### src/mexp_pkg.sv
// ----------------------------------------------------------------------------
// Modular exponentiation package
// Shared state, operation and status types for the exponentiation sequencer
// and its modular multiplier.
// ----------------------------------------------------------------------------
package mexp_pkg;

	typedef enum logic [3:0] {
		ST_IDLE   = 4'b0001,
		ST_MUL    = 4'b0010,
		ST_SCAN   = 4'b0100,
		ST_FINISH = 4'b1000
	} mexp_state_t;

	typedef enum logic [1:0] {
		OP_REDUCE = 2'd0,
		OP_MULR   = 2'd1,
		OP_SQUARE = 2'd2
	} mexp_op_t;

	typedef struct packed {
		logic busy;
		logic done;
	} mul_status_t;

endpackage

### src/mexp_mulmod.sv
// ----------------------------------------------------------------------------
// Iterative modular multiplier
// Interleaved shift-add multiplication: one multiplier bit per cycle, each
// step doubling the accumulator, adding the addend and reducing by one or two
// subtractions of the modulus.
// ----------------------------------------------------------------------------
module mexp_mulmod #(
	parameter int W = 32
) (
	input  logic                      clk,
	input  logic                      arst_n,
	input  logic                      start,
	input  logic [W-1:0]              mul_a,
	input  logic [W-1:0]              mul_addend,
	input  logic [W:0]                mod_ext,
	output mexp_pkg::mul_status_t     status,
	output logic [W-1:0]              result
);
	import mexp_pkg::*;

	localparam int CW = (W > 1) ? $clog2(W) : 1;

	logic [W-1:0] a_q;
	logic [W-1:0] addend_q;
	logic [W:0]   mod_q;
	logic [W-1:0] acc_q;
	logic [CW-1:0] cnt_q;
	logic         busy_q;
	logic         done_q;

	logic [W+1:0] sum;
	logic [W+2:0] diff1;
	logic [W+2:0] diff2;
	logic [W-1:0] step;

	always_comb begin
		sum   = {1'b0, acc_q, 1'b0} + (a_q[W-1] ? {2'b00, addend_q} : {(W+2){1'b0}});
		diff1 = {1'b0, sum} - {2'b00, mod_q};
		diff2 = {1'b0, sum} - {1'b0, mod_q, 1'b0};
		if (!diff2[W+2]) begin
			step = diff2[W-1:0];
		end else if (!diff1[W+2]) begin
			step = diff1[W-1:0];
		end else begin
			step = sum[W-1:0];
		end
	end

	always_ff @(posedge clk or negedge arst_n) begin
		if (!arst_n) begin
			busy_q <= 1'b0;
			done_q <= 1'b0;
		end else if (start) begin
			busy_q <= 1'b1;
			done_q <= 1'b0;
		end else if (busy_q && cnt_q == '0) begin
			busy_q <= 1'b0;
			done_q <= 1'b1;
		end else begin
			done_q <= 1'b0;
		end
	end

	always_ff @(posedge clk) begin
		if (start) begin
			a_q      <= mul_a;
			addend_q <= mul_addend;
			mod_q    <= mod_ext;
			acc_q    <= '0;
			cnt_q    <= CW'(W - 1);
		end else if (busy_q) begin
			acc_q <= step;
			a_q   <= {a_q[W-2:0], 1'b0};
			cnt_q <= cnt_q - 1'b1;
		end
	end

	assign status.busy = busy_q;
	assign status.done = done_q;
	assign result      = acc_q;

endmodule

### src/modular_exponentiation_top.sv
// ----------------------------------------------------------------------------
// Modular exponentiation top level
// Right-to-left square and multiply over a shared iterative modular
// multiplier, with a result register toward the output channel.
// ----------------------------------------------------------------------------
// One transaction computes base_value to the power exponent_value modulo the
// configured modulus, all operands taken at their low OPERAND_WIDTH bits. A
// modulus of zero means 2 to the OPERAND_WIDTH, and an exponent of zero gives
// 1. Each modular multiplication runs in the single shift-add multiplier. A
// new transaction is taken only while the sequencer is idle; a finished
// result may wait in the output register meanwhile. The modulus is to be
// written only while the block is idle; the block itself does not enforce it.
module modular_exponentiation_top #(
	parameter int OPERAND_WIDTH = 32
) (
	input  logic        clk,
	input  logic        arst_n,
	input  logic        cfg_valid,
	output logic        cfg_ready,
	input  logic [31:0] modulus,
	input  logic        in_valid,
	output logic        in_ready,
	input  logic [31:0] base_value,
	input  logic [31:0] exponent_value,
	output logic        out_valid,
	input  logic        out_ready,
	output logic [31:0] power_result
);
	import mexp_pkg::*;

	localparam int W = OPERAND_WIDTH;

	mexp_state_t state_q;
	mexp_op_t    op_q;
	logic [31:0] modulus_q;
	logic [W-1:0] exp_q;
	logic [W-1:0] r_q;
	logic [W-1:0] b_q;
	logic        out_valid_q;
	logic [31:0] out_data_q;

	logic [W-1:0] mod_w;
	logic [W:0]   mod_ext;
	logic [W-1:0] one_red;
	logic         accept;
	logic         mul_start;
	logic [W-1:0] mul_a;
	logic [W-1:0] mul_addend;
	logic [W-1:0] mul_result;
	mul_status_t  mul_status;
	logic         load_out;

	assign mod_w   = modulus_q[W-1:0];
	assign mod_ext = (mod_w == '0) ? {1'b1, {W{1'b0}}} : {1'b0, mod_w};
	assign one_red = (mod_ext == (W+1)'(1)) ? '0 : W'(1);

	assign cfg_ready = 1'b1;
	assign in_ready  = (state_q == ST_IDLE);
	assign accept    = in_valid && in_ready;
	assign load_out  = (state_q == ST_FINISH) && (!out_valid_q || out_ready);

	always_comb begin
		mul_start = 1'b0;
		unique case (state_q)
			ST_IDLE:   mul_start = accept;
			ST_MUL:    mul_start = mul_status.done && (op_q == OP_MULR);
			ST_SCAN:   mul_start = (exp_q != '0);
			ST_FINISH: mul_start = 1'b0;
			default:   mul_start = 1'b0;
		endcase
		if (state_q == ST_IDLE) begin
			mul_a      = base_value[W-1:0];
			mul_addend = one_red;
		end else if (state_q == ST_SCAN && exp_q[0]) begin
			mul_a      = r_q;
			mul_addend = b_q;
		end else begin
			mul_a      = b_q;
			mul_addend = b_q;
		end
	end

	mexp_mulmod #(
		.W(W)
	) u_mulmod (
		.clk        (clk),
		.arst_n     (arst_n),
		.start      (mul_start),
		.mul_a      (mul_a),
		.mul_addend (mul_addend),
		.mod_ext    (mod_ext),
		.status     (mul_status),
		.result     (mul_result)
	);

	always_ff @(posedge clk or negedge arst_n) begin
		if (!arst_n) begin
			state_q     <= ST_IDLE;
			op_q        <= OP_REDUCE;
			modulus_q   <= 32'd1;
			out_valid_q <= 1'b0;
		end else begin
			if (cfg_valid && cfg_ready) begin
				modulus_q <= modulus;
			end
			if (load_out) begin
				out_valid_q <= 1'b1;
			end else if (out_ready) begin
				out_valid_q <= 1'b0;
			end
			unique case (state_q)
				ST_IDLE: begin
					if (accept) begin
						state_q <= ST_MUL;
						op_q    <= OP_REDUCE;
					end
				end
				ST_MUL: begin
					if (mul_status.done) begin
						if (op_q == OP_MULR) begin
							op_q <= OP_SQUARE;
						end else begin
							state_q <= ST_SCAN;
						end
					end
				end
				ST_SCAN: begin
					if (exp_q == '0) begin
						state_q <= ST_FINISH;
					end else begin
						state_q <= ST_MUL;
						op_q    <= exp_q[0] ? OP_MULR : OP_SQUARE;
					end
				end
				ST_FINISH: begin
					if (load_out) begin
						state_q <= ST_IDLE;
					end
				end
				default: state_q <= ST_IDLE;
			endcase
		end
	end

	always_ff @(posedge clk) begin
		if (accept) begin
			exp_q <= exponent_value[W-1:0];
			r_q   <= W'(1);
		end else if (state_q == ST_MUL && mul_status.done) begin
			case (op_q)
				OP_REDUCE: b_q <= mul_result;
				OP_MULR:   r_q <= mul_result;
				OP_SQUARE: begin
					b_q   <= mul_result;
					exp_q <= {1'b0, exp_q[W-1:1]};
				end
				default:   b_q <= mul_result;
			endcase
		end
		if (load_out) begin
			out_data_q <= 32'(r_q);
		end
	end

	assign out_valid    = out_valid_q;
	assign power_result = out_data_q;

endmodule

### config.mk
export PLATFORM = sky130hd
export DESIGN_NAME = modular_exponentiation_top
export DESIGN_NICKNAME = d
export VERILOG_FILES = /design/src/mexp_pkg.sv /design/src/mexp_mulmod.sv /design/src/modular_exponentiation_top.sv
export SDC_FILE = /design/constraint.sdc
export NUM_CORES = 1
export LEC_CHECK = 0
export BUFFER_PORTS_ARGS = -buffer_cell sky130_fd_sc_hd__buf_4
export CAP_MARGIN = 20
export CORE_MARGIN = 5
export CORE_UTILIZATION = 45
export CTS_BUF_LIST = sky130_fd_sc_hd__clkbuf_4 sky130_fd_sc_hd__clkbuf_8
export CTS_CLUSTER_DIAMETER = 80
export CTS_CLUSTER_SIZE = 8
export DETAILED_ROUTE_END_ITERATION = 7
export GPL_ROUTABILITY_DRIVEN = 0
export PLACE_DENSITY = 0.67
export SYNTH_ARGS = -nofsm -noshare
export SYNTH_HDL_FRONTEND = slang
export SYNTH_SLANG_ARGS = --single-unit
### constraint.sdc
create_clock -name clk -period 5.5 [get_ports clk]
set_input_delay 1.375 -clock clk [delete_from_list [all_inputs] [get_ports clk]]
set_output_delay 1.375 -clock clk [all_outputs]
set_load 0.005 [all_outputs]
# Word level (Yosys, flattened, before mapping)
# Cells that the tools add are included.
# word_totals
regBits,303
wordCells,89
# classes
addsub,4
eq_ne,13
muxes,32
bitwise_logic,2
n_reduce_logical,23
# ops
operator,count
$mux 32,11
$logic_not 32->1,2
$sub 34x33->35,1
$sub 34x34->35,1
$add 33x34->34,1
$eq 33x1->1 const B,1
$mux 33,1
$reduce_bool 32->1,1
$mux 4,5
$pmux 4 s4,1
$mux 2,5
$reduce_bool 2->1,5
$ne 2x2->1 const B,4
$mux 1,7
$logic_and 1x1->1,6
$pmux 2 s3,1
$logic_not 5->1,1
$reduce_and 5->1,1
$sub 5x1->5 const B,1
$eq 4x1->1 const B,1
$eq 4x2->1 const B,1
$eq 4x3->1 const B,1
$eq 4x4->1 const B,1
$ne 2x1->1 const B,2
10 further kinds,12

# Depth between registers and ports, before layout
# depth
ltp_word,5
mapped_depth,25

# By module
# From an unflattened synthesis, not the netlist that was laid out.
# hier_totals
cells_unflattened,1769
area_unflattened_um2,17689.5
# modules_own_cells
module,instances,cells_per_inst,area_per_inst_um2,seq_area_each_um2
mexp_mulmod,1,1120,10562.6,3703.6
modular_exponentiation_top,1,649,7126.8,4501.8

# Worst setup path before layout
# OpenSTA, ideal clock, no wires.
# synth_path
kind,flip-flop to flip-flop
from,reg u_mulmod.a_q[31]
to,reg u_mulmod.acc_q[0] (netlist: u_mulmod.result[0])
setup_ps,119
arrival_time_ps,4904
slack_ps,478
stages_incl_launch_ff,23
n_path_buf,2
period_less_slack_ps,5022
cell_sequence,edfxtp_1 clkbuf_1 nand2_1 inv_1 ha_1 a211oi_1 o21ai_0 o21a_1 a2111o_1 a221oi_1 o21ai_0 xor2_1 ha_1 a21o_1 a21o_1 a21o_1 a211oi_1 o21bai_1 a41o_1 buf_2 nor2_2 mux2_1 a211oi_1
# synth_between
elab_chain_cells,5
elab_cells_between_ends,6
# synth_rtl
item,line_no,text
from (decl),mexp_mulmod.sv:23,logic [W-1:0] a_q;
from (signal assigned),mexp_mulmod.sv:66,a_q <= mul_a;
from (signal assigned),mexp_mulmod.sv:73,"a_q <= {a_q[W-2:0], 1'b0};"
$mux 32 (*),mexp_mulmod.sv:37,"sum = {1'b0, acc_q, 1'b0} + (a_q[W-1] ? {2'b00, addend_q} : {(W+2){1'b0}});"
$add 33x34->34 (*),mexp_mulmod.sv:37,
$sub 34x33->35,mexp_mulmod.sv:38,"diff1 = {1'b0, sum} - {2'b00, mod_q};"
$mux 32,mexp_mulmod.sv:42,end else if (!diff1[W+2]) begin
$mux 32 (*),mexp_mulmod.sv:40,if (!diff2[W+2]) begin
to (signal assigned),mexp_mulmod.sv:72,acc_q <= step;
to (decl),mexp_mulmod.sv:26,logic [W-1:0] acc_q;
# Mark *: on every way between the ends. The rest lies on a longest branch, timed or not.
# A chain may end at the register's enable or synchronous reset.

# Worst setup path in the final report
# layout_path
from,reg u_mulmod.a_q[31]
to,reg u_mulmod.acc_q[14] (netlist: u_mulmod.result[14])
# Same word-level chain as after synthesis.

==> summary.txt <==
Timing
  • Setup_tns: 0 ps
  • Period utilization: 95.9%
  • Max Slew Vio Count: 0
  • Post-layout min period: 5270 ps
  • Max frequency: 0.190 GHz
  • Relative slew slack: 35.7%
  • Setup-failing EPs final: 0
  • Final Hold Vio Count: 0
  • Setup Skew: 40.6 ps
  • Worst-Margin Slew: 965 ps

Clock network
  • CTS tree: built
  • Clock slew at reported path FFs: 70 ps
  • CTS buffer count: 44
  • CTS sink cnt: 303
  • Max clock buf depth: 3
  • H-tree levels: 2
  • Skew-Pair Late Insertion Delay: 610 ps
  • CTS Hold Bufs: 0
  • CTS Root Cell: clkbuf_8

Setup path
  • Critical path type: reg2reg
  • Worst-path fanout max: 12
  • CP delay by family, top: compound AO/OA/AOI/OAI gates
  • CP max stage cell: edfxtp_1
  • R2r setup slk: 230 ps
  • Critical path launch point type: flop
  • CP endpoint kind: flop
  • Crit path cell chain: and2_1, ha_1, inv_1, fa_1, nor2b_2, o31ai_1, a211oi_2, o21a_1, o21a_1, nand2b_4, a31oi_1, xnor2_2, buf_4, ha_1, a21oi_1, o21ai_0, a221oi_1, a21bo_1, a41oi_4, buf_12, mux2_2, a21oi_1, nor2_1
  • Critical path buffers and inverters: 3
  • Critical path data arrival time: 5750 ps
  • CP Data Required Time: 5980 ps
  • Peak per-stage delay on the critical path: 420 ps

Die
  • Ports: 136
  • Die ar.: 0.0423 mm²
  • Die Ht: 206 µm
  • Core Area: 0.0378 mm²
  • Die Span X: 206 µm
  • Std cell rows: 71
  • Initial core utilization: 45.6%

Yosys
  • Seq/Total Area, Yosys: 47.7%
  • Most common cell in the netlist: nand2_1
  • Mapped Avg Cell Area: 9.63 µm²
  • YS warnings: 0
  • Post-Syn Instances: 1788
  • Unique masters post-synth: 84
  • Synth Flop Type: edfxtp_1
  • EDFF count, synth: 193
  • Main area contributors after synthesis: edfxtp_1 34%, dfxtp_1 8.0%, ha_1 7.1%
  • Share of the synthesized area in the top cell type: 33.7%
  • Mapped Nets: 1990
  • Synth top cells by count: 313 x nand2_1, 200 x a21oi_1, 193 x edfxtp_1
  • Cell taking the most area after synthesis: edfxtp_1
  • Post-synthesis register bit count: 303
  • Ys async rst share: 13.5%
  • Synth Cell Area: 0.0172 mm²

Global routing
  • Number of global-route vias before repair: 13036
  • Grt total ovfl: 0
  • First-pass GRT wire length: 69.6 mm
  • GRT Util Overall: 20.2%
  • Initial antenna violation count: 0
  • Pin count of the biggest net entering global routing: 85

Place
  • Placed Cells: 2354
  • Port Buffers: 134
  • Post-DP HPWL: 31.6 mm

Detailed routing
  • Pre-antenna DRT Iters: 5
  • Drt total wl: 43.7 mm
  • Drt drc: 0
  • Via-per-instance ratio: 5.57
  • Vias: 13638
  • Antenna-violating nets left: 0
  • Drt wl/cell: 17.9 µm
  • DRT iter0 DRCs: 1116

Final layout
  • Area grow syn2layout: 15.7%
  • Post-route insts no fill: 2447
  • Fillers: 3438
  • # diodes: 0
  • Final #Nets: 2102
  • Layout cell share with drive strength beyond 1: 17.6%

Hold path
  • Hold Path Class: reg2reg

Job
  • Max-cap violations: 0

Outcome
  • Status: completed
==> worst reg2reg max path: stages (launching register included) <==
cell      delay (ps)
edfxtp_1         420
and2_1           170
ha_1             200
inv_1             70
fa_1             410
nor2b_2          140
o31ai_1           90
a211oi_2         290
o21a_1           230
o21a_1           200
nand2b_4         190
a31oi_1          140
xnor2_2          200
buf_4            160
ha_1             350
a21oi_1          160
o21ai_0          170
a221oi_1         310
a21bo_1          290
a41oi_4          210
buf_12           190
mux2_2           350
a21oi_1          160
nor2_1            60
==> area by class of cell <==
cell class              count  area (µm²)  area share, %
multi-input cells        1313        8500           42.7
flip-flops and latches    303        8210           41.2
repair buffers            179        1440           7.25
clock buffers              78         867           4.36
well taps                 511         639           3.21
inverters                  59         221           1.11
clock inverters             4        36.3          0.182
==> cell families (layout without fill, tap and decap cells) <==
logic type / Yosys count / in the layout / share of synthesized area [%]
buffers and inverters: 172 / 320 / 3.95
AO/OA/AOI/OAI: 484 / 484 / 17.5
XOR/XNOR: 87 / 87 / 4.43
multiplexers: 44 / 44 / 2.81
AND/OR/NAND/NOR: 596 / 596 / 16.1
adder cells (fa/ha/maj): 101 / 101 / 7.47
flip-flops: 303 / 303 / 47.7
other: 1 / 1 / 0.0218
==> final timing paths <==
check,startpoint,end,depth (start not counted)
worst max-delay path,u_mulmod.a_q[31],u_mulmod.result[14],23
worst min-delay path,r_q[13],power_result[13],0
worst max register to register,u_mulmod.a_q[31],u_mulmod.result[14],23
worst min register to register,r_q[13],power_result[13],0
max in group asynchronous,arst_n,mod_w[9],1
min in group asynchronous,arst_n,mod_w[19],1
==> sequential cells by signal, summed over array words and instances (netlist names) <==
name,flops
exp_q,32
u_mulmod.busy_q,1
r_q,32
out_valid,1
u_mulmod.result,32
u_mulmod.mod_q,33
power_result,32
u_mulmod.done_q,1
mod_w,32
u_mulmod.a_q,32
op_q,2
u_mulmod.addend_q,32
b_q,32
u_mulmod.cnt_q,5
state_q,4
==> cell usage in the layout, fill, tap and decap left out, types with 14 or more instances in the layout <==
| cell type | netlist | routed |
|---|---|---|
| a21o_1 | 28 | 28 |
| ha_1 | 98 | 95 |
| xor2_1 | 35 | 34 |
| a21oi_1 | 200 | 196 |
| nand2b_1 | 15 | 14 |
| o21a_1 | 20 | 20 |
| o21bai_1 | 15 | 15 |
| nand2_1 | 313 | 313 |
| nor2_1 | 48 | 46 |
| xnor2_1 | 52 | 51 |
| mux2_2 | 33 | 33 |
| dfrtp_1 | 39 | 39 |
| nor4_1 | 19 | 19 |
| nor3_1 | 14 | 14 |
| and2_1 | 42 | 41 |
| buf_4 | 2 | 171 |
| o211ai_1 | 20 | 20 |
| nor2b_1 | 43 | 40 |
| edfxtp_1 | 193 | 193 |
| inv_1 | 59 | 58 |
| dfxtp_1 | 69 | 69 |
| clkbuf_4 | 0 | 33 |
| o21ai_0 | 94 | 91 |
| clkbuf_8 | 0 | 45 |
| nand3_1 | 58 | 58 |
==> layer usage <==
layer	wire length (µm)	track usage, %	vias up	part of all wire, %
met5	0	0	-	0
met4	884	4.86	0	2.0
met3	3150	3.36	66	7.2
met2	18400	29.5	490	42
met1	21200	31.2	6422	49
li1	-	-	6660	-
==> timing repair <==
item / in CTS / in global routing
setup buffers: 1 / 7
gates cloned: 0 / 2
pin swaps: 1 / 7
resized for setup: 1 / 26
setup endpoints to repair: 3 / 32
==> per-stage QoR <==
stage	cell area [µm²]	hold WS, ps	worst slack [ps]	utilization, %
floorplan	17200	426	478	-
global placement	18700	441	140	49.5
detailed placement	18700	443	-8.71	49.6
CTS	19700	455	2.00	52.1
global route	19900	472	-16.7	52.7
finish	19900	451	228	52.7
Power is not shown: default switching activity piles up to over one toggle a cycle in this logic, so the estimate is an artifact.
